--- src/hdl/bcd_pkg.sv ---
`default_nettype none

package bcd_pkg;

    localparam int COUNT_WIDTH_DEF = 8;
    localparam int RATIO_W         = 16;
    localparam int CFG_W           = 8;
    localparam int CFG_IDX_W       = 8;
    localparam int CFG_DATA_W      = 16;
    localparam int DEC_W           = 2;

    // register indexes
    localparam logic [CFG_IDX_W-1:0] REG_LOW_THR    = 8'd0;
    localparam logic [CFG_IDX_W-1:0] REG_HIGH_THR   = 8'd1;
    localparam logic [CFG_IDX_W-1:0] REG_WAIT_NORM  = 8'd2;
    localparam logic [CFG_IDX_W-1:0] REG_WAIT_SAFE  = 8'd3;
    localparam logic [CFG_IDX_W-1:0] REG_FAIL_WIN   = 8'd4;
    localparam logic [CFG_IDX_W-1:0] REG_SPIRAL_LIM = 8'd5;
    localparam logic [CFG_IDX_W-1:0] REG_GOOD_NEED  = 8'd6;
    localparam logic [CFG_IDX_W-1:0] REG_JUMP_RUN   = 8'd7;

    // register reset values
    localparam logic [RATIO_W-1:0] RST_LOW_THR    = 16'd23040;
    localparam logic [RATIO_W-1:0] RST_HIGH_THR   = 16'd24832;
    localparam logic [CFG_W-1:0]   RST_WAIT_NORM  = 8'd8;
    localparam logic [CFG_W-1:0]   RST_WAIT_SAFE  = 8'd16;
    localparam logic [CFG_W-1:0]   RST_FAIL_WIN   = 8'd4;
    localparam logic [CFG_W-1:0]   RST_SPIRAL_LIM = 8'd3;
    localparam logic [CFG_W-1:0]   RST_GOOD_NEED  = 8'd6;
    localparam logic [CFG_W-1:0]   RST_JUMP_RUN   = 8'd3;

    localparam logic [CFG_W-1:0]   RST_JUMP_NOW   = 8'd1;
    localparam logic [RATIO_W-1:0] RST_PREV_RATIO = 16'd256;

    // decisions
    localparam logic [DEC_W-1:0] DEC_HOLD = 2'd0;
    localparam logic [DEC_W-1:0] DEC_DOWN = 2'd1;
    localparam logic [DEC_W-1:0] DEC_UP   = 2'd2;
    localparam logic [DEC_W-1:0] DEC_JUMP = 2'd3;

    typedef struct packed {
        logic [RATIO_W-1:0] low_thr;
        logic [RATIO_W-1:0] high_thr;
        logic [CFG_W-1:0]   wait_norm;
        logic [CFG_W-1:0]   wait_safe;
        logic [CFG_W-1:0]   fail_win;
        logic [CFG_W-1:0]   spiral_lim;
        logic [CFG_W-1:0]   good_need;
        logic [CFG_W-1:0]   jump_run;
    } t_cfg;

    typedef struct packed {
        logic [RATIO_W-1:0] ratio;
        logic               below_low;
        logic               above_high;
    } t_item;

    typedef struct packed {
        logic full;
        logic empty;
    } t_q_stat;

endpackage

`default_nettype wire

--- src/hdl/bcd_front.sv ---
`default_nettype none

module bcd_front
    import bcd_pkg::*;
(
    input  wire logic               i_rst_n,
    input  wire logic               i_valid,
    input  wire logic [RATIO_W-1:0] i_received_ratio,
    input  wire t_cfg               i_cfg,
    input  wire t_q_stat            i_q_stat,
    output logic                    o_stall,
    output logic                    o_push,
    output t_item                   o_item
);

    // flags the item against both thresholds before it is queued
    assign o_stall = i_q_stat.full || !i_rst_n;
    assign o_push  = i_valid && !o_stall;

    always_comb begin
        o_item.ratio      = i_received_ratio;
        o_item.below_low  = i_received_ratio < i_cfg.low_thr;
        o_item.above_high = i_received_ratio > i_cfg.high_thr;
    end

endmodule

`default_nettype wire

--- src/hdl/bcd_queue.sv ---
`default_nettype none

module bcd_queue
    import bcd_pkg::*;
(
    input  wire logic  i_clk,
    input  wire logic  i_rst_n,
    input  wire logic  i_push,
    input  wire t_item i_item,
    input  wire logic  i_pop,
    output t_item      o_item,
    output t_q_stat    o_stat
);

    t_item      r_mem [2];
    logic       r_wr_ptr, n_wr_ptr;
    logic       r_rd_ptr, n_rd_ptr;
    logic [1:0] r_count, n_count;

    always_comb begin
        n_wr_ptr = r_wr_ptr ^ i_push;
        n_rd_ptr = r_rd_ptr ^ i_pop;
        n_count  = r_count + 2'(i_push) - 2'(i_pop);
    end

    always_ff @(posedge i_clk) begin
        if (!i_rst_n) begin
            r_wr_ptr <= 1'b0;
            r_rd_ptr <= 1'b0;
            r_count  <= 2'd0;
        end else begin
            r_wr_ptr <= n_wr_ptr;
            r_rd_ptr <= n_rd_ptr;
            r_count  <= n_count;
        end
    end

    always_ff @(posedge i_clk) begin
        if (i_push) begin
            r_mem[r_wr_ptr] <= i_item;
        end
    end

    assign o_item       = r_mem[r_rd_ptr];
    assign o_stat.full  = r_count[1];
    assign o_stat.empty = (r_count == 2'd0);

endmodule

`default_nettype wire

--- src/hdl/bcd_back.sv ---
`default_nettype none

module bcd_back
    import bcd_pkg::*;
#(
    parameter int COUNT_WIDTH = COUNT_WIDTH_DEF
) (
    input  wire logic             i_clk,
    input  wire logic             i_rst_n,
    input  wire t_item            i_item,
    input  wire t_q_stat          i_q_stat,
    input  wire t_cfg             i_cfg,
    input  wire logic             i_stall,
    output logic                  o_pop,
    output logic                  o_valid,
    output logic [DEC_W-1:0]      o_decision,
    output logic                  o_at_max_rate
);

    localparam int W    = COUNT_WIDTH;
    localparam int CMPW = (W > CFG_W) ? W : CFG_W;
    localparam logic [W-1:0] CNT_MAX = {W{1'b1}};

    logic [W-1:0]       r_psc, n_psc;
    logic [W-1:0]       r_gpc, n_gpc;
    logic [W-1:0]       r_spc, n_spc;
    logic [W-1:0]       r_cuc, n_cuc;
    logic [CFG_W-1:0]   r_aw, n_aw;
    logic [CFG_W-1:0]   r_jt, n_jt;
    logic               r_lwu, n_lwu;
    logic               r_max, n_max;
    logic [RATIO_W-1:0] r_prev, n_prev;

    logic               r_out_valid;
    logic [DEC_W-1:0]   r_dec, n_dec;
    logic               r_at_max;

    assign o_pop = !i_q_stat.empty && (!r_out_valid || !i_stall);

    always_comb begin
        logic [W-1:0]     psc1, gpc1, spc1, cuc1;
        logic [CFG_W-1:0] aw1, aw2;
        logic             up_ok;

        psc1 = (r_psc == CNT_MAX) ? r_psc : r_psc + 1'b1;
        aw1  = (CMPW'(psc1) >= CMPW'(i_cfg.wait_safe)) ? i_cfg.wait_norm : r_aw;
        gpc1 = (i_item.above_high && r_gpc != CNT_MAX) ? r_gpc + 1'b1 : r_gpc;
        spc1 = r_spc;
        cuc1 = r_cuc;
        aw2  = aw1;
        up_ok = 1'b0;

        n_psc  = psc1;
        n_gpc  = gpc1;
        n_spc  = r_spc;
        n_cuc  = r_cuc;
        n_aw   = aw1;
        n_jt   = r_jt;
        n_lwu  = r_lwu;
        n_max  = r_max;
        n_prev = i_item.ratio;
        n_dec  = DEC_HOLD;

        if (i_item.below_low) begin
            n_psc = '0;
            n_gpc = '0;
            // spiral test runs on the count before it clears
            if (r_lwu && CMPW'(psc1) <= CMPW'(i_cfg.fail_win)) begin
                spc1 = (r_spc == CNT_MAX) ? r_spc : r_spc + 1'b1;
            end else if (!r_lwu && CMPW'(psc1) > CMPW'(i_cfg.fail_win)) begin
                spc1 = '0;
                aw2  = i_cfg.wait_norm;
            end
            n_spc = spc1;
            n_aw  = (CMPW'(spc1) >= CMPW'(i_cfg.spiral_lim)) ? i_cfg.wait_safe : aw2;
            n_lwu = 1'b0;
            n_max = 1'b0;
            n_dec = DEC_DOWN;
        end else begin
            up_ok = (CMPW'(psc1) >= CMPW'(aw1)) &&
                    (CMPW'(gpc1) >= CMPW'(i_cfg.good_need)) &&
                    (r_prev > i_cfg.high_thr);
            if (up_ok) begin
                n_psc = '0;
                n_gpc = '0;
                if (r_lwu) begin
                    n_spc = '0;
                    cuc1  = (r_cuc == CNT_MAX) ? r_cuc : r_cuc + 1'b1;
                end else begin
                    cuc1  = '0;
                end
                n_lwu = 1'b1;
                if (CMPW'(r_jt) <= CMPW'(cuc1) && !r_max) begin
                    n_jt  = i_cfg.jump_run;
                    n_cuc = '0;
                    n_max = 1'b1;
                    n_dec = DEC_JUMP;
                end else begin
                    n_cuc = cuc1;
                    n_dec = r_max ? DEC_HOLD : DEC_UP;
                end
            end
        end
    end

    always_ff @(posedge i_clk) begin
        if (!i_rst_n) begin
            r_psc       <= '0;
            r_gpc       <= '0;
            r_spc       <= '0;
            r_cuc       <= '0;
            r_aw        <= RST_WAIT_NORM;
            r_jt        <= RST_JUMP_NOW;
            r_lwu       <= 1'b0;
            r_max       <= 1'b0;
            r_prev      <= RST_PREV_RATIO;
            r_out_valid <= 1'b0;
        end else begin
            if (o_pop) begin
                r_psc  <= n_psc;
                r_gpc  <= n_gpc;
                r_spc  <= n_spc;
                r_cuc  <= n_cuc;
                r_aw   <= n_aw;
                r_jt   <= n_jt;
                r_lwu  <= n_lwu;
                r_max  <= n_max;
                r_prev <= n_prev;
                r_out_valid <= 1'b1;
            end else if (!i_stall) begin
                r_out_valid <= 1'b0;
            end
        end
    end

    always_ff @(posedge i_clk) begin
        if (o_pop) begin
            r_dec    <= n_dec;
            r_at_max <= n_max;
        end
    end

    assign o_valid       = r_out_valid;
    assign o_decision    = r_dec;
    assign o_at_max_rate = r_at_max;

endmodule

`default_nettype wire

--- src/hdl/bitrate_change_decision.sv ---
`default_nettype none

// Channel   Direction  Handshake               Payload
// input     in         i_valid / o_stall       i_received_ratio
// result    out        o_valid / i_stall       o_decision, o_at_max_rate
// config    in         i_cfg_valid / o_cfg_ready  i_cfg_index, i_cfg_data
//
// One item per cycle sustained while the result side does not stall; an accepted
// item is written into the queue, then popped into the decision register, which
// drives o_decision while o_valid is high.
// The 2-entry queue between classifier and decision logic absorbs a stall
// of the result side while the next item is still taken.
// Reset is synchronous, active low; registers return to their reset values
// and o_stall is held high while reset is asserted.

module bitrate_change_decision
    import bcd_pkg::*;
#(
    parameter int COUNT_WIDTH = COUNT_WIDTH_DEF
) (
    input  wire logic                  i_clk,
    input  wire logic                  i_rst_n,
    input  wire logic                  i_valid,
    output logic                       o_stall,
    input  wire logic [RATIO_W-1:0]    i_received_ratio,
    output logic                       o_valid,
    input  wire logic                  i_stall,
    output logic [DEC_W-1:0]           o_decision,
    output logic                       o_at_max_rate,
    input  wire logic                  i_cfg_valid,
    output logic                       o_cfg_ready,
    input  wire logic [CFG_IDX_W-1:0]  i_cfg_index,
    input  wire logic [CFG_DATA_W-1:0] i_cfg_data
);

    t_cfg    r_cfg;
    t_q_stat q_stat;
    t_item   push_item;
    t_item   pop_item;
    logic    push;
    logic    pop;

    assign o_cfg_ready = 1'b1;

    always_ff @(posedge i_clk) begin
        if (!i_rst_n) begin
            r_cfg.low_thr    <= RST_LOW_THR;
            r_cfg.high_thr   <= RST_HIGH_THR;
            r_cfg.wait_norm  <= RST_WAIT_NORM;
            r_cfg.wait_safe  <= RST_WAIT_SAFE;
            r_cfg.fail_win   <= RST_FAIL_WIN;
            r_cfg.spiral_lim <= RST_SPIRAL_LIM;
            r_cfg.good_need  <= RST_GOOD_NEED;
            r_cfg.jump_run   <= RST_JUMP_RUN;
        end else if (i_cfg_valid && o_cfg_ready) begin
            case (i_cfg_index)
                REG_LOW_THR:    r_cfg.low_thr    <= i_cfg_data;
                REG_HIGH_THR:   r_cfg.high_thr   <= i_cfg_data;
                REG_WAIT_NORM:  r_cfg.wait_norm  <= i_cfg_data[CFG_W-1:0];
                REG_WAIT_SAFE:  r_cfg.wait_safe  <= i_cfg_data[CFG_W-1:0];
                REG_FAIL_WIN:   r_cfg.fail_win   <= i_cfg_data[CFG_W-1:0];
                REG_SPIRAL_LIM: r_cfg.spiral_lim <= i_cfg_data[CFG_W-1:0];
                REG_GOOD_NEED:  r_cfg.good_need  <= i_cfg_data[CFG_W-1:0];
                REG_JUMP_RUN:   r_cfg.jump_run   <= i_cfg_data[CFG_W-1:0];
                default: ;
            endcase
        end
    end

    bcd_front u_front (
        .i_rst_n          (i_rst_n),
        .i_valid          (i_valid),
        .i_received_ratio (i_received_ratio),
        .i_cfg            (r_cfg),
        .i_q_stat         (q_stat),
        .o_stall          (o_stall),
        .o_push           (push),
        .o_item           (push_item)
    );

    bcd_queue u_queue (
        .i_clk   (i_clk),
        .i_rst_n (i_rst_n),
        .i_push  (push),
        .i_item  (push_item),
        .i_pop   (pop),
        .o_item  (pop_item),
        .o_stat  (q_stat)
    );

    bcd_back #(
        .COUNT_WIDTH (COUNT_WIDTH)
    ) u_back (
        .i_clk         (i_clk),
        .i_rst_n       (i_rst_n),
        .i_item        (pop_item),
        .i_q_stat      (q_stat),
        .i_cfg         (r_cfg),
        .i_stall       (i_stall),
        .o_pop         (pop),
        .o_valid       (o_valid),
        .o_decision    (o_decision),
        .o_at_max_rate (o_at_max_rate)
    );

    a_jump_sets_max: assert property (@(posedge i_clk) disable iff (!i_rst_n)
        (o_valid && o_decision == DEC_JUMP) |-> o_at_max_rate)
        else $error("jump without at-max flag");

    a_down_clears_max: assert property (@(posedge i_clk) disable iff (!i_rst_n)
        (o_valid && o_decision == DEC_DOWN) |-> !o_at_max_rate)
        else $error("step down with at-max flag set");

    a_no_pop_empty: assert property (@(posedge i_clk) disable iff (!i_rst_n)
        pop |-> !q_stat.empty)
        else $error("queue read while empty");

    a_push_not_full: assert property (@(posedge i_clk) disable iff (!i_rst_n)
        q_stat.full |-> !push)
        else $error("queue written while full");

endmodule

`default_nettype wire

--- config.mk ---
export PLATFORM = sky130hd
export DESIGN_NAME = bitrate_change_decision
export DESIGN_NICKNAME = d
export VERILOG_FILES = /design/src/hdl/bcd_pkg.sv /design/src/hdl/bcd_front.sv /design/src/hdl/bcd_queue.sv /design/src/hdl/bcd_back.sv /design/src/hdl/bitrate_change_decision.sv
export SDC_FILE = /design/constraint.sdc
export NUM_CORES = 1
export LEC_CHECK = 0
export BUFFER_PORTS_ARGS = -buffer_cell sky130_fd_sc_hd__clkbuf_2
export CAP_MARGIN = 10
export CORE_ASPECT_RATIO = 1.75
export CORE_UTILIZATION = 50
export DETAILED_ROUTE_END_ITERATION = 8
export PLACE_DENSITY = 0.77
export SYNTH_ARGS = -nofsm -noshare
export SYNTH_HDL_FRONTEND = slang
export SYNTH_SLANG_ARGS = --single-unit
--- constraint.sdc ---
create_clock -name i_clk -period 10.1 [get_ports i_clk]
set_input_delay 2.525 -clock i_clk [delete_from_list [all_inputs] [get_ports i_clk]]
set_output_delay 2.525 -clock i_clk [all_outputs]
set_load 0.01 [all_outputs]
==> impl_metrics.prom, run 1 <==
# TYPE chip_impl_metric gauge
chip_impl_metric{name="max_clock_freq",unit="MHz"} 172
chip_impl_metric{name="floorplan.rows",unit=""} 68
chip_impl_metric{name="resized_cells_post_cts",unit=""} 0
chip_impl_metric{name="crit_arrival",unit="ns"} 3.29
chip_impl_metric{name="initial_core_util",unit="%"} 51.2
chip_impl_metric{name="design_area",unit="um^2"} 11100
chip_impl_metric{name="finalHoldViolations",unit=""} 0
chip_impl_info{name="holdPathEnd",value="r_cfg[64]$_SDFFE_PN0P_"} 1
chip_impl_metric{name="placedInstanceArea",unit="um^2"} 10500
chip_impl_metric{name="routabilityCongestion",unit=""} 0.906
chip_impl_metric{name="regToRegSetupSlack",unit="ns"} 4.40
chip_impl_info{name="timing_worst_setup_path_type",value="input pin to output pin"} 1
chip_impl_metric{name="viasPerCell",unit=""} 5.87
chip_impl_metric{name="irDropWorstVdd",unit="mV"} 0.171
chip_impl_metric{name="tritoncts.num_buffers",unit=""} 17
chip_impl_metric{name="power_per_cell_area",unit="nW/um^2"} 169
chip_impl_metric{name="worst_path_largest_cell_delay",unit="ns"} 0.39
chip_impl_info{name="tritoncts_clock_tree",value="done"} 1
chip_impl_info{name="cp_common_cell",value="sky130_fd_sc_hd__clkbuf_2"} 1
chip_impl_metric{name="netlist.area_leader.share",unit="%"} 30.1
chip_impl_metric{name="clkLatencyLatePin",unit="ns"} 0.44
chip_impl_metric{name="nFillCells",unit=""} 1731
chip_impl_info{name="ys_dominant_reg_cell",value="sky130_fd_sc_hd__dfxtp_1"} 1
chip_impl_metric{name="die_height",unit="um"} 190
chip_impl_metric{name="clkSinkCount",unit=""} 191
chip_impl_metric{name="grt_pass1_wl",unit="um"} 39500
chip_impl_info{name="setup.worst_path.start_class",value="input pin"} 1
chip_impl_metric{name="post-cts-setup-buffers",unit=""} 0
chip_impl_metric{name="syn-cell-area",unit="um^2"} 10100
chip_impl_info{name="worst_reg2reg_startpoint",value="u_back.r_psc[0]$_SDFFE_PN0P_"} 1
chip_impl_metric{name="met2_usage",unit="%"} 45.8
chip_impl_metric{name="yosysSeqAreaShare",unit="%"} 41.7
chip_impl_metric{name="grt_overflow",unit=""} 0
chip_impl_metric{name="post_route_cells_drive_above_1_share",unit="%"} 10.2
chip_impl_metric{name="drt.antenna.violating_nets",unit=""} 0
chip_impl_info{name="netlist_top_cells_count",value="sky130_fd_sc_hd__dfxtp_1 (152), sky130_fd_sc_hd__nand2_1 (137), sky130_fd_sc_hd__ha_1 (103)"} 1
chip_impl_metric{name="maximum_number_of_pins_on_one_net_before_global_route_repair",unit=""} 59
chip_impl_metric{name="core_area",unit="um^2"} 19700
chip_impl_metric{name="synthesis.area_per_instance",unit="um^2"} 9.25
chip_impl_info{name="hold_path_startpoint",value="r_cfg[64]$_SDFFE_PN0P_"} 1
chip_impl_metric{name="die_w",unit="um"} 109
chip_impl_metric{name="layout_worst_path_cycle_share",unit="%"} 57.6
chip_impl_info{name="ctsRootBufferMaster",value="sky130_fd_sc_hd__clkbuf_16"} 1
chip_impl_info{name="grt_most_used_layer",value="met2"} 1
chip_impl_metric{name="final_net_count",unit=""} 1270
chip_impl_metric{name="ioPinCount",unit=""} 51
chip_impl_metric{name="path_clk_slew",unit="ns"} 0.07
chip_impl_metric{name="detail_route.drc_violations",unit=""} 0
chip_impl_metric{name="die_area",unit="um^2"} 20800
chip_impl_metric{name="setup-violations-final",unit=""} 0
chip_impl_metric{name="postSynthRegisterBits",unit=""} 191
chip_impl_metric{name="routedWlPerCell",unit="um"} 17.8
chip_impl_metric{name="worst_hold_path.num_cells",unit=""} 2
chip_impl_metric{name="num_vias",unit=""} 8103
chip_impl_metric{name="placed_cells_incl_taps",unit=""} 1348
chip_impl_info{name="worst_path_slowest_cell",value="sky130_fd_sc_hd__buf_4"} 1
chip_impl_metric{name="n_antenna_cell",unit=""} 0
chip_impl_metric{name="cts_htree_levels",unit=""} 4
chip_impl_metric{name="final_max_slew_viol_count",unit=""} 0
chip_impl_metric{name="groute.layer.met3.usage",unit="%"} 3.63
chip_impl_metric{name="fin_crit",unit="ns"} 5.82
chip_impl_metric{name="worst_pin_slew",unit="ns"} 1.17
chip_impl_metric{name="estimated_wirelength_of_the_detail_placed_design",unit="um"} 17700
chip_impl_metric{name="critPathRequiredTime",unit="ns"} 7.58
chip_impl_info{name="synth.most_common_cell",value="sky130_fd_sc_hd__dfxtp_1"} 1
chip_impl_info{name="critical_path.reg2reg.endpoint",value="u_back.r_aw[2]$_SDFFE_PN0P_"} 1
chip_impl_metric{name="grt_pass1_vias",unit=""} 8144
chip_impl_metric{name="cts_max_path_buffers",unit=""} 2
chip_impl_metric{name="p_leak",unit="nW"} 4.53
chip_impl_info{name="synth_top_area_cell",value="sky130_fd_sc_hd__dfxtp_1"} 1
chip_impl_metric{name="post_layout_instance_count_excluding_filler_cells",unit=""} 1380
chip_impl_metric{name="max_cap_violations",unit=""} 0
chip_impl_metric{name="rr_worst_depth",unit=""} 20
chip_impl_metric{name="cts_hold_buf",unit=""} 0
chip_impl_metric{name="critPathMaxFanout",unit=""} 37
chip_impl_metric{name="postSynthCellCount",unit=""} 1092
chip_impl_metric{name="count_of_flip_flops_with_a_built_in_enable_after_synthesis",unit=""} 39
chip_impl_metric{name="skew",unit="ns"} 0.0120
chip_impl_metric{name="synth_nets",unit=""} 1240
chip_impl_metric{name="globalRouteTotalUtil",unit="%"} 25.0
chip_impl_metric{name="timing.setup.tns",unit="ns"} 0
chip_impl_info{name="worstSetupEndpointType",value="output pin"} 1
chip_impl_info{name="rsz_0062_raised_after_global_routing",value="false"} 1
chip_impl_metric{name="initial_antenna_violation_count",unit=""} 0
chip_impl_info{name="status",value="finished clean"} 1
chip_impl_metric{name="asyncSetResetFlopFracSynth",unit="%"} 0
chip_impl_metric{name="syn_to_final_growth",unit="%"} 9.90
chip_impl_info{name="synthTopCellsByArea",value="sky130_fd_sc_hd__dfxtp_1 (30%), sky130_fd_sc_hd__ha_1 (13%), sky130_fd_sc_hd__edfxtp_1 (12%), sky130_fd_sc_hd__mux2i_1 (7.7%), sky130_fd_sc_hd__nand2_1 (5.1%)"} 1
chip_impl_metric{name="ys.warnings.count",unit=""} 0
chip_impl_metric{name="use_met1",unit="%"} 26.0
chip_impl_metric{name="routed_wl",unit="um"} 24500
chip_impl_metric{name="ys_types",unit=""} 65
chip_impl_metric{name="drt_pass1_iterations",unit=""} 5
chip_impl_info{name="hold_path.class",value="flop to flop"} 1
chip_impl_info{name="worstPathCellList",value="clkbuf_2 -> buf_4 -> nand2b_1 -> clkbuf_2"} 1
chip_impl_metric{name="slew-limit-headroom",unit="%"} 21.4
chip_impl_metric{name="initial_drc_count",unit=""} 510
chip_impl_metric{name="buffer_ports.inserted",unit=""} 49
[layer usage]
layer	part of all wire (%)	up-vias
met4	5.6	0
met5	0	-
met2	53	256
met1	38	3825
met3	4.2	83
li1	-	3939
[layout by cell type, fill, tap and decap left out, types with 3 or more instances in the layout]
| cell type | netlist | final |
|---|---|---|
| sky130_fd_sc_hd__a32o_1 | 15 | 15 |
| sky130_fd_sc_hd__and3_1 | 5 | 5 |
| sky130_fd_sc_hd__o21ai_0 | 33 | 33 |
| sky130_fd_sc_hd__or3_1 | 14 | 14 |
| sky130_fd_sc_hd__mux2i_1 | 78 | 78 |
| sky130_fd_sc_hd__a211oi_1 | 20 | 20 |
| sky130_fd_sc_hd__o22ai_1 | 4 | 4 |
| sky130_fd_sc_hd__nor2_1 | 95 | 95 |
| sky130_fd_sc_hd__mux2_2 | 6 | 6 |
| sky130_fd_sc_hd__o31a_1 | 4 | 4 |
| sky130_fd_sc_hd__a21o_1 | 11 | 11 |
| sky130_fd_sc_hd__edfxtp_1 | 39 | 39 |
| sky130_fd_sc_hd__inv_1 | 79 | 79 |
| sky130_fd_sc_hd__buf_4 | 2 | 10 |
| sky130_fd_sc_hd__nand3_1 | 25 | 25 |
| sky130_fd_sc_hd__clkbuf_2 | 0 | 49 |
| sky130_fd_sc_hd__o211ai_1 | 13 | 13 |
| sky130_fd_sc_hd__xnor2_1 | 10 | 10 |
| sky130_fd_sc_hd__ha_1 | 103 | 103 |
| sky130_fd_sc_hd__nand4_1 | 20 | 20 |
| sky130_fd_sc_hd__xor2_1 | 7 | 7 |
| sky130_fd_sc_hd__nor4_1 | 4 | 4 |
| sky130_fd_sc_hd__inv_6 | 0 | 3 |
| sky130_fd_sc_hd__and2_1 | 4 | 4 |
| sky130_fd_sc_hd__dfxtp_1 | 152 | 152 |
| sky130_fd_sc_hd__nand3b_1 | 7 | 7 |
| sky130_fd_sc_hd__clkbuf_16 | 0 | 17 |
| sky130_fd_sc_hd__o21a_1 | 6 | 6 |
| sky130_fd_sc_hd__a21oi_1 | 75 | 75 |
| sky130_fd_sc_hd__inv_8 | 0 | 5 |
| sky130_fd_sc_hd__nand2_1 | 137 | 137 |
| sky130_fd_sc_hd__a22oi_1 | 8 | 8 |
| sky130_fd_sc_hd__nor3_1 | 13 | 12 |
| sky130_fd_sc_hd__nor2b_1 | 7 | 7 |
| sky130_fd_sc_hd__a31oi_1 | 7 | 7 |
| sky130_fd_sc_hd__nand2b_1 | 6 | 6 |
[metrics by stage]
step,power (mW),worst slack [ns],util (%),hold WS (ns)
after floorplan,1.12,4.64,-,0.434
after global placement,1.22,4.30,53.3,0.441
after detailed placement,1.23,4.27,53.3,0.448
after CTS,1.88,4.27,56.2,0.458
after global routing,1.96,4.08,56.2,0.477
final,1.87,4.28,56.2,0.457
[worst max-delay path: cells and delay by family]
family | cells | cell delay [ns]
AND/OR/NAND/NOR | 1 | 0.14
buffers and inverters | 3 | 0.62
[worst max-delay path by stage]
stage / start / to / cells after the start
2_1_floorplan: i_rst_n / o_stall / 2
5_1_grt: u_back.r_psc[0]$_SDFFE_PN0P_ / u_back.r_aw[5]$_SDFFE_PN0P_ / 20
4_1_cts: i_rst_n / o_stall / 4
6_report: i_rst_n / o_stall / 4
3_3_place_gp: i_rst_n / o_stall / 4
3_5_place_dp: i_rst_n / o_stall / 4
[power by group]
group	switching (mW)	leakage, nW	internal [mW]
logic	0.225	2.65	0.129
registers	0.0339	1.59	0.832
clock network	0.315	0.284	0.339
total	0.574	4.53	1.30
[registers in the layout (all words and copies together), names as in the netlist, 2 cells and up, named ones only]
signal / count
r_cfg: 80
u_queue.r_mem: 36
u_back.r_prev: 16
u_back.r_aw: 8
u_back.r_cuc: 8
u_back.r_gpc: 8
u_back.r_jt: 8
u_back.r_psc: 8
u_back.r_spc: 8
u_back.o_decision: 2
u_queue.r_count: 2
[layout make-up]
cell class / instances / area [um^2] / area share [%]
clock buffers: 19 / 453 / 4.08
repair buffers: 59 / 320 / 2.89
well taps: 245 / 307 / 2.76
flip-flops and latches: 191 / 4210 / 38.0
clock inverters: 13 / 118 / 1.06
multi-input cells: 773 / 5390 / 48.5
inverters: 80 / 300 / 2.71
[logic make-up after synthesis]
kind of cell / synth area share, %
AND/OR/NAND/NOR: 16.0
XOR/XNOR: 1.47
flip-flops: 41.7
AO/OA/AOI/OAI: 14.5
multiplexers: 8.54
other: 0.0371
buffers and inverters: 4.98
adder cells (fa/ha/maj): 12.8
Power figures use the tool's default switching activity.
==> inputs of run 2 (changes only) <==
Settings changed: PLACE_DENSITY 0.77 to 0.8.
Clock period 10.1 ns to 4.75 ns, I/O delays scaled along.
==> impl_metrics.prom, run 2 (synthesis results as in run 1) <==
# TYPE chip_impl_metric gauge
chip_impl_metric{name="grt_pass1_vias",unit=""} 8791
chip_impl_info{name="failed_checks",value="negative setup slack"} 1
chip_impl_metric{name="cts_max_path_buffers",unit=""} 2
chip_impl_metric{name="critPathRequiredTime",unit="ns"} 5.11
chip_impl_metric{name="syn_to_final_growth",unit="%"} 15.8
chip_impl_metric{name="design_area",unit="um^2"} 11700
chip_impl_metric{name="placedInstanceArea",unit="um^2"} 10800
chip_impl_metric{name="die_area",unit="um^2"} 20800
chip_impl_metric{name="initial_core_util",unit="%"} 51.2
chip_impl_metric{name="initial_drc_count",unit=""} 549
chip_impl_info{name="tritoncts_clock_tree",value="done"} 1
chip_impl_info{name="hold_path.class",value="flop to flop"} 1
chip_impl_metric{name="ioPinCount",unit=""} 51
chip_impl_metric{name="die_height",unit="um"} 190
chip_impl_info{name="setup.worst_path.start_class",value="flop"} 1
chip_impl_metric{name="slew-limit-headroom",unit="%"} 33.7
chip_impl_metric{name="routedWlPerCell",unit="um"} 19.1
chip_impl_metric{name="floorplan.rows",unit=""} 68
chip_impl_metric{name="maximum_number_of_pins_on_one_net_before_global_route_repair",unit=""} 55
chip_impl_metric{name="final_max_slew_viol_count",unit=""} 0
chip_impl_info{name="worstSetupEndpointType",value="flop"} 1
chip_impl_metric{name="finalHoldViolations",unit=""} 0
chip_impl_info{name="biggestRegsByFlops",value="r_cfg: 80 flops, u_queue.r_mem: 36 flops, u_back.r_prev: 16 flops"} 1
chip_impl_metric{name="largest_register_ffs",unit=""} 80
chip_impl_metric{name="irDropWorstVdd",unit="mV"} 0.328
chip_impl_metric{name="num_vias",unit=""} 8637
chip_impl_metric{name="routed_wl",unit="um"} 27300
chip_impl_info{name="timing_worst_setup_path_type",value="flop to flop"} 1
chip_impl_metric{name="viasPerCell",unit=""} 6.05
chip_impl_metric{name="tritoncts.num_buffers",unit=""} 17
chip_impl_metric{name="critPathMaxFanout",unit=""} 7
chip_impl_metric{name="skew",unit="ns"} 0.0121
chip_impl_metric{name="placed_cells_incl_taps",unit=""} 1376
chip_impl_metric{name="n_antenna_cell",unit=""} 0
chip_impl_metric{name="design_power_total",unit="mW"} 4.13
chip_impl_metric{name="internal-power",unit="mW"} 2.89
chip_impl_metric{name="cts_hold_buf",unit=""} 0
chip_impl_metric{name="power_per_cell_area",unit="nW/um^2"} 354
chip_impl_metric{name="layout_worst_path_cycle_share",unit="%"} 105
chip_impl_metric{name="die_w",unit="um"} 109
chip_impl_metric{name="grt_overflow",unit=""} 0
chip_impl_metric{name="p_leak",unit="nW"} 4.79
chip_impl_metric{name="pwr-share-clk",unit="%"} 35.7
chip_impl_metric{name="estimated_wirelength_of_the_detail_placed_design",unit="um"} 18700
chip_impl_metric{name="grt_pass1_wl",unit="um"} 42500
chip_impl_metric{name="post_layout_instance_count_excluding_filler_cells",unit=""} 1427
chip_impl_metric{name="power.share.combinational",unit="%"} 20.0
chip_impl_metric{name="worst_hold_path.num_cells",unit=""} 2
chip_impl_metric{name="post_route_cells_drive_above_1_share",unit="%"} 16.1
chip_impl_info{name="rsz_0062_raised_after_global_routing",value="true"} 1
chip_impl_metric{name="setup_ws",unit="ns"} -0.258
chip_impl_info{name="regMostFlops",value="r_cfg"} 1
chip_impl_metric{name="globalRouteTotalUtil",unit="%"} 27.2
chip_impl_metric{name="initial_antenna_violation_count",unit=""} 0
chip_impl_metric{name="nFillCells",unit=""} 1643
chip_impl_metric{name="clkLatencyLatePin",unit="ns"} 0.44
chip_impl_metric{name="setup-violations-final",unit=""} 15
chip_impl_metric{name="buffer_ports.inserted",unit=""} 49
chip_impl_metric{name="routabilityCongestion",unit=""} 0.900
chip_impl_info{name="layout_commonest_cell",value="sky130_fd_sc_hd__dfxtp_1"} 1
chip_impl_metric{name="clkSinkCount",unit=""} 191
chip_impl_metric{name="max_cap_violations",unit=""} 0
chip_impl_metric{name="pwr-share-seq",unit="%"} 44.4
chip_impl_info{name="ctsRootBufferMaster",value="sky130_fd_sc_hd__clkbuf_16"} 1
chip_impl_info{name="commonest_cells_after_routing_fill_and_taps_aside",value="sky130_fd_sc_hd__dfxtp_1 (147), sky130_fd_sc_hd__nand2_1 (135), sky130_fd_sc_hd__ha_1 (100)"} 1
chip_impl_metric{name="rr_worst_depth",unit=""} 22
chip_impl_metric{name="drt.antenna.violating_nets",unit=""} 0
chip_impl_metric{name="drt_pass1_iterations",unit=""} 7
chip_impl_metric{name="detail_route.drc_violations",unit=""} 0
chip_impl_info{name="status",value="complete, but fails checks"} 1
chip_impl_metric{name="max_clock_freq",unit="MHz"} 200
chip_impl_metric{name="final_net_count",unit=""} 1317
chip_impl_metric{name="netSwitchingFraction",unit="%"} 30.0
chip_impl_metric{name="fin_crit",unit="ns"} 5.01
chip_impl_metric{name="crit_arrival",unit="ns"} 5.37
chip_impl_metric{name="final_design_utilization",unit="%"} 59.2
chip_impl_metric{name="path_clk_slew",unit="ns"} 0.07
chip_impl_metric{name="cts_htree_levels",unit=""} 4
chip_impl_metric{name="core_area",unit="um^2"} 19700
chip_impl_metric{name="worst_pin_slew",unit="ns"} 0.995
chip_impl_metric{name="switching_power_of_the_nets",unit="mW"} 1.24
run 2: final timing paths:
check	start	end	slack, ns
setup / recovery	u_back.r_psc[0]$_SDFFE_PN0P_	u_back.r_aw[2]$_SDFFE_PN0P_	-0.26
hold / removal	r_cfg[57]$_SDFFE_PN0P_	r_cfg[57]$_SDFFE_PN0P_	0.46
setup reg to reg	u_back.r_psc[0]$_SDFFE_PN0P_	u_back.r_aw[2]$_SDFFE_PN0P_	-0.26
hold reg to reg	r_cfg[57]$_SDFFE_PN0P_	r_cfg[57]$_SDFFE_PN0P_	0.46
run 2: timing repair:
item	CTS	global route
buffers inserted	9	10
endpoints found under the setup margin	4	53
gates cloned	0	0
pin swaps	8	24
gates resized for setup	10	33
run 2: critical path: stages, from the launching register on:
cell                       delay (ns)
sky130_fd_sc_hd__dfxtp_2         0.37
sky130_fd_sc_hd__buf_4           0.11
sky130_fd_sc_hd__buf_4           0.12
sky130_fd_sc_hd__nand3_1         0.23
sky130_fd_sc_hd__nor2_2          0.24
sky130_fd_sc_hd__nand3b_1        0.12
sky130_fd_sc_hd__o21a_1          0.21
sky130_fd_sc_hd__ha_1            0.38
sky130_fd_sc_hd__nand4_1         0.24
sky130_fd_sc_hd__nor2_4          0.20
sky130_fd_sc_hd__buf_4           0.15
sky130_fd_sc_hd__a211oi_4        0.05
sky130_fd_sc_hd__nor2_2          0.25
sky130_fd_sc_hd__buf_4           0.19
sky130_fd_sc_hd__nand2_1         0.05
sky130_fd_sc_hd__mux2_2          0.27
sky130_fd_sc_hd__ha_1            0.27
sky130_fd_sc_hd__o21ai_0         0.19
sky130_fd_sc_hd__a21oi_1         0.09
sky130_fd_sc_hd__o31a_1          0.26
sky130_fd_sc_hd__o31a_1          0.34
sky130_fd_sc_hd__or3_1           0.40
sky130_fd_sc_hd__a31oi_1         0.18
run 2: power by group through the flow:
stage / sequential, mW / combinational [mW] / clock [mW]
global route: 1.84 / 0.917 / 1.55
finish: 1.83 / 0.825 / 1.47
CTS: 1.83 / 0.791 / 1.49
floorplan: 1.85 / 0.532 / 0
detailed placement: 1.87 / 0.777 / 0
global placement: 1.86 / 0.749 / 0
run 2: cell type report:
type	count	area (um^2)	share of cell area, %
sequential	191	4220	36.1
clock buffer	21	493	4.22
tap	245	307	2.62
multi-input combinational	773	5530	47.3
timing repair buffer	106	714	6.11
clock inverter	11	120	1.03
inverter	80	300	2.57
run 2: per-layer routing:
layer	wire, um	track usage, %	vias up	share of wire [%]
met5	0	0	-	0
met4	2120	20.5	0	7.8
met2	14100	48.5	390	52
met3	1450	4.73	142	5.3
li1	-	-	4020	-
met1	9550	27.3	4085	35
run 2: per-stage QoR:
stage               setup WS, ns  TNS (ns)  hold slack [ns]
floorplan                0.00373         0            0.434
global placement           0.122         0            0.444
detailed placement      -0.00459  -0.00459            0.449
CTS                       0.0117         0            0.459
global route              -0.384     -5.05            0.480
finish                    -0.258     -1.60            0.459
==> inputs of run 3 (changes only) <==
Settings changed: CORE_UTILIZATION 50 to 48, PLACE_DENSITY 0.8 to 0.77.
==> impl_metrics.prom, run 3 (synthesis results as in run 1) <==
# TYPE chip_impl_metric gauge
chip_impl_info{name="status",value="complete, but fails checks"} 1
chip_impl_info{name="failed_checks",value="design-rule violations"} 1
chip_impl_metric{name="grt_pass1_wl",unit="um"} 40700
chip_impl_info{name="tritoncts_clock_tree",value="done"} 1
chip_impl_info{name="cp_common_cell",value="sky130_fd_sc_hd__buf_4"} 1
chip_impl_metric{name="initial_core_util",unit="%"} 49.3
chip_impl_info{name="layout_commonest_cell",value="sky130_fd_sc_hd__dfxtp_1"} 1
chip_impl_metric{name="detail_route.drc_violations",unit=""} 4
chip_impl_metric{name="setup-violations-final",unit=""} 0
chip_impl_metric{name="worst_hold_path.num_cells",unit=""} 2
chip_impl_metric{name="syn_to_final_growth",unit="%"} 15.8
chip_impl_metric{name="pwr-share-seq",unit="%"} 44.2
chip_impl_info{name="worstPathCellList",value="and3_1 -> nand3_1 -> nor2_1 -> nand3b_1 -> o21a_1 -> ha_1 -> nand4_1 -> buf_4 -> a32oi_2 -> a32oi_4 -> buf_6 -> nand4_1 -> buf_4 -> buf_4 -> o21ai_2 -> ha_2 -> a2111oi_4 -> inv_1 -> o31a_1 -> o31a_1 -> or3_1 -> a31oi_1"} 1
chip_impl_metric{name="path_clk_slew",unit="ns"} 0.07
chip_impl_metric{name="final_max_slew_viol_count",unit=""} 0
chip_impl_metric{name="switching_power_of_the_nets",unit="mW"} 1.23
chip_impl_metric{name="routedWlPerCell",unit="um"} 18.2
chip_impl_metric{name="worst_path_largest_cell_delay",unit="ns"} 0.40
chip_impl_metric{name="clkLatencyLatePin",unit="ns"} 0.44
chip_impl_info{name="commonest_cells_after_routing_fill_and_taps_aside",value="sky130_fd_sc_hd__dfxtp_1 (147), sky130_fd_sc_hd__nand2_1 (136), sky130_fd_sc_hd__ha_1 (99)"} 1
chip_impl_metric{name="die_w",unit="um"} 112
chip_impl_metric{name="ioPinCount",unit=""} 51
chip_impl_metric{name="clkSinkCount",unit=""} 191
chip_impl_metric{name="num_vias",unit=""} 8268
chip_impl_info{name="timing_worst_setup_path_type",value="flop to flop"} 1
chip_impl_metric{name="critPathRequiredTime",unit="ns"} 5.13
chip_impl_info{name="rsz_0062_raised_after_global_routing",value="true"} 1
chip_impl_info{name="regMostFlops",value="r_cfg"} 1
chip_impl_metric{name="power_per_cell_area",unit="nW/um^2"} 353
chip_impl_metric{name="die_height",unit="um"} 194
chip_impl_metric{name="grt_overflow",unit=""} 0
chip_impl_metric{name="rr_worst_depth",unit=""} 22
chip_impl_metric{name="pwr-share-clk",unit="%"} 36.2
chip_impl_metric{name="grt_pass1_vias",unit=""} 8338
chip_impl_metric{name="initial_drc_count",unit=""} 475
chip_impl_metric{name="estimated_wirelength_of_the_detail_placed_design",unit="um"} 19000
chip_impl_metric{name="nFillCells",unit=""} 1733
chip_impl_metric{name="power.share.combinational",unit="%"} 19.6
chip_impl_metric{name="cts_htree_levels",unit=""} 4
chip_impl_info{name="worstSetupEndpointType",value="flop"} 1
chip_impl_metric{name="max_clock_freq",unit="MHz"} 213
chip_impl_metric{name="crit_cells",unit=""} 22
chip_impl_info{name="setup.worst_path.start_class",value="flop"} 1
chip_impl_metric{name="buffer_ports.inserted",unit=""} 49
chip_impl_metric{name="netSwitchingFraction",unit="%"} 29.7
chip_impl_metric{name="internal-power",unit="mW"} 2.91
chip_impl_info{name="hold_path.class",value="flop to flop"} 1
chip_impl_metric{name="fin_crit",unit="ns"} 4.69
chip_impl_metric{name="post_layout_instance_count_excluding_filler_cells",unit=""} 1426
chip_impl_metric{name="initial_antenna_violation_count",unit=""} 0
chip_impl_metric{name="routabilityCongestion",unit=""} 0.934
chip_impl_metric{name="crit_arrival",unit="ns"} 5.07
chip_impl_metric{name="cts_hold_buf",unit=""} 0
chip_impl_info{name="ctsRootBufferMaster",value="sky130_fd_sc_hd__clkbuf_16"} 1
chip_impl_metric{name="n_antenna_cell",unit=""} 0
chip_impl_info{name="worst_path_slowest_cell",value="sky130_fd_sc_hd__or3_1"} 1
chip_impl_metric{name="viasPerCell",unit=""} 5.80
chip_impl_metric{name="tritoncts.num_buffers",unit=""} 17
chip_impl_metric{name="layout_worst_path_cycle_share",unit="%"} 98.8
chip_impl_metric{name="drt_pass1_iterations",unit=""} 7
chip_impl_metric{name="cts_max_path_buffers",unit=""} 2
chip_impl_metric{name="maximum_number_of_pins_on_one_net_before_global_route_repair",unit=""} 53
chip_impl_metric{name="irDropWorstVdd",unit="mV"} 0.344
chip_impl_metric{name="design_power_total",unit="mW"} 4.13
chip_impl_metric{name="largest_register_ffs",unit=""} 80
chip_impl_metric{name="worst_pin_slew",unit="ns"} 0.834
chip_impl_metric{name="core_area",unit="um^2"} 20500
chip_impl_metric{name="finalHoldViolations",unit=""} 0
chip_impl_info{name="biggestRegsByFlops",value="r_cfg: 80 flops, u_queue.r_mem: 36 flops, u_back.r_prev: 16 flops"} 1
chip_impl_metric{name="slew-limit-headroom",unit="%"} 44.0
chip_impl_metric{name="globalRouteTotalUtil",unit="%"} 24.2
chip_impl_metric{name="final_net_count",unit=""} 1313
chip_impl_metric{name="max_cap_violations",unit=""} 0
chip_impl_metric{name="placed_cells_incl_taps",unit=""} 1385
chip_impl_metric{name="floorplan.rows",unit=""} 69
chip_impl_metric{name="skew",unit="ns"} 0.00846
chip_impl_metric{name="drt.antenna.violating_nets",unit=""} 0
chip_impl_metric{name="routed_wl",unit="um"} 25900
chip_impl_info{name="critical_path.top_delay_family",value="compound AO/OA/AOI/OAI gates"} 1
chip_impl_metric{name="critical_path.n_buffers_inverters",unit=""} 5
chip_impl_metric{name="p_leak",unit="nW"} 4.78
chip_impl_metric{name="post_route_cells_drive_above_1_share",unit="%"} 15.9
chip_impl_metric{name="die_area",unit="um^2"} 21600
chip_impl_metric{name="critPathMaxFanout",unit=""} 6
## run 3: worst register-to-register path, delay by kind of cell, from the launching register on
kind                       cells  cell delay, ns
AOI/OAI and AO/OA              8            1.70
and+or+nand+nor                7            1.31
buffers and inverters          5            0.68
adders and majority gates      2            0.55
DFF                            1            0.39
## run 3: through the flow
step           utilization (%)  TNS [ns]  hold slack [ns]  setup WS [ns]  area [um^2]
3_3_place_gp              52.8         0            0.442         0.0634        10800
5_1_grt                   57.2    -0.491            0.466         -0.145        11700
3_5_place_dp              52.8    -0.136            0.447        -0.0456        10800
4_1_cts                   56.2         0            0.457       0.000741        11500
2_1_floorplan                -         0            0.434        0.00373        10100
6_report                  57.2         0            0.455         0.0571        11700
## run 3: final timing paths
check                                                   end  slack, ns                    startpoint
worst max-delay path            u_back.r_aw[5]$_SDFFE_PN0P_       0.06  u_back.r_psc[2]$_SDFFE_PN0P_
worst min-delay path                 r_cfg[53]$_SDFFE_PN0P_       0.45        r_cfg[53]$_SDFFE_PN0P_
worst max register to register  u_back.r_aw[5]$_SDFFE_PN0P_       0.06  u_back.r_psc[2]$_SDFFE_PN0P_
worst min register to register       r_cfg[53]$_SDFFE_PN0P_       0.45        r_cfg[53]$_SDFFE_PN0P_
## run 3: metal layers
| metal | vias up | share of wire [%] | GRT usage (%) |
|---|---|---|---|
| met1 | 3927 | 37 | 24.2 |
| met3 | 85 | 4.0 | 4.22 |
| met4 | 0 | 5.8 | 15.4 |
| li1 | 4016 | - | - |
| met5 | - | 0 | 0 |
| met2 | 240 | 53 | 45.4 |
## run 3: timing repair
item,CTS,global route
pin swaps,14,25
endpoints found under the setup margin,5,37
buffers inserted,6,3
gates resized for setup,14,38
## run 3: power groups by stage
stage	clock network (mW)	registers, mW	logic (mW)
finish	1.50	1.83	0.809
global route	1.58	1.84	0.894
CTS	1.51	1.83	0.793
detailed placement	0	1.86	0.779
global placement	0	1.86	0.756
floorplan	0	1.85	0.532
## run 3: cell type report
class / count / area [um^2] / area share [%]
Clock buffer: 17 / 425 / 3.64
Clock inverter: 15 / 185 / 1.58
Inverter: 80 / 300 / 2.57
Multi-Input combinational cell: 773 / 5580 / 47.7
Sequential cell: 191 / 4220 / 36.1
Tap cell: 248 / 310 / 2.65
Timing Repair Buffer: 102 / 674 / 5.77
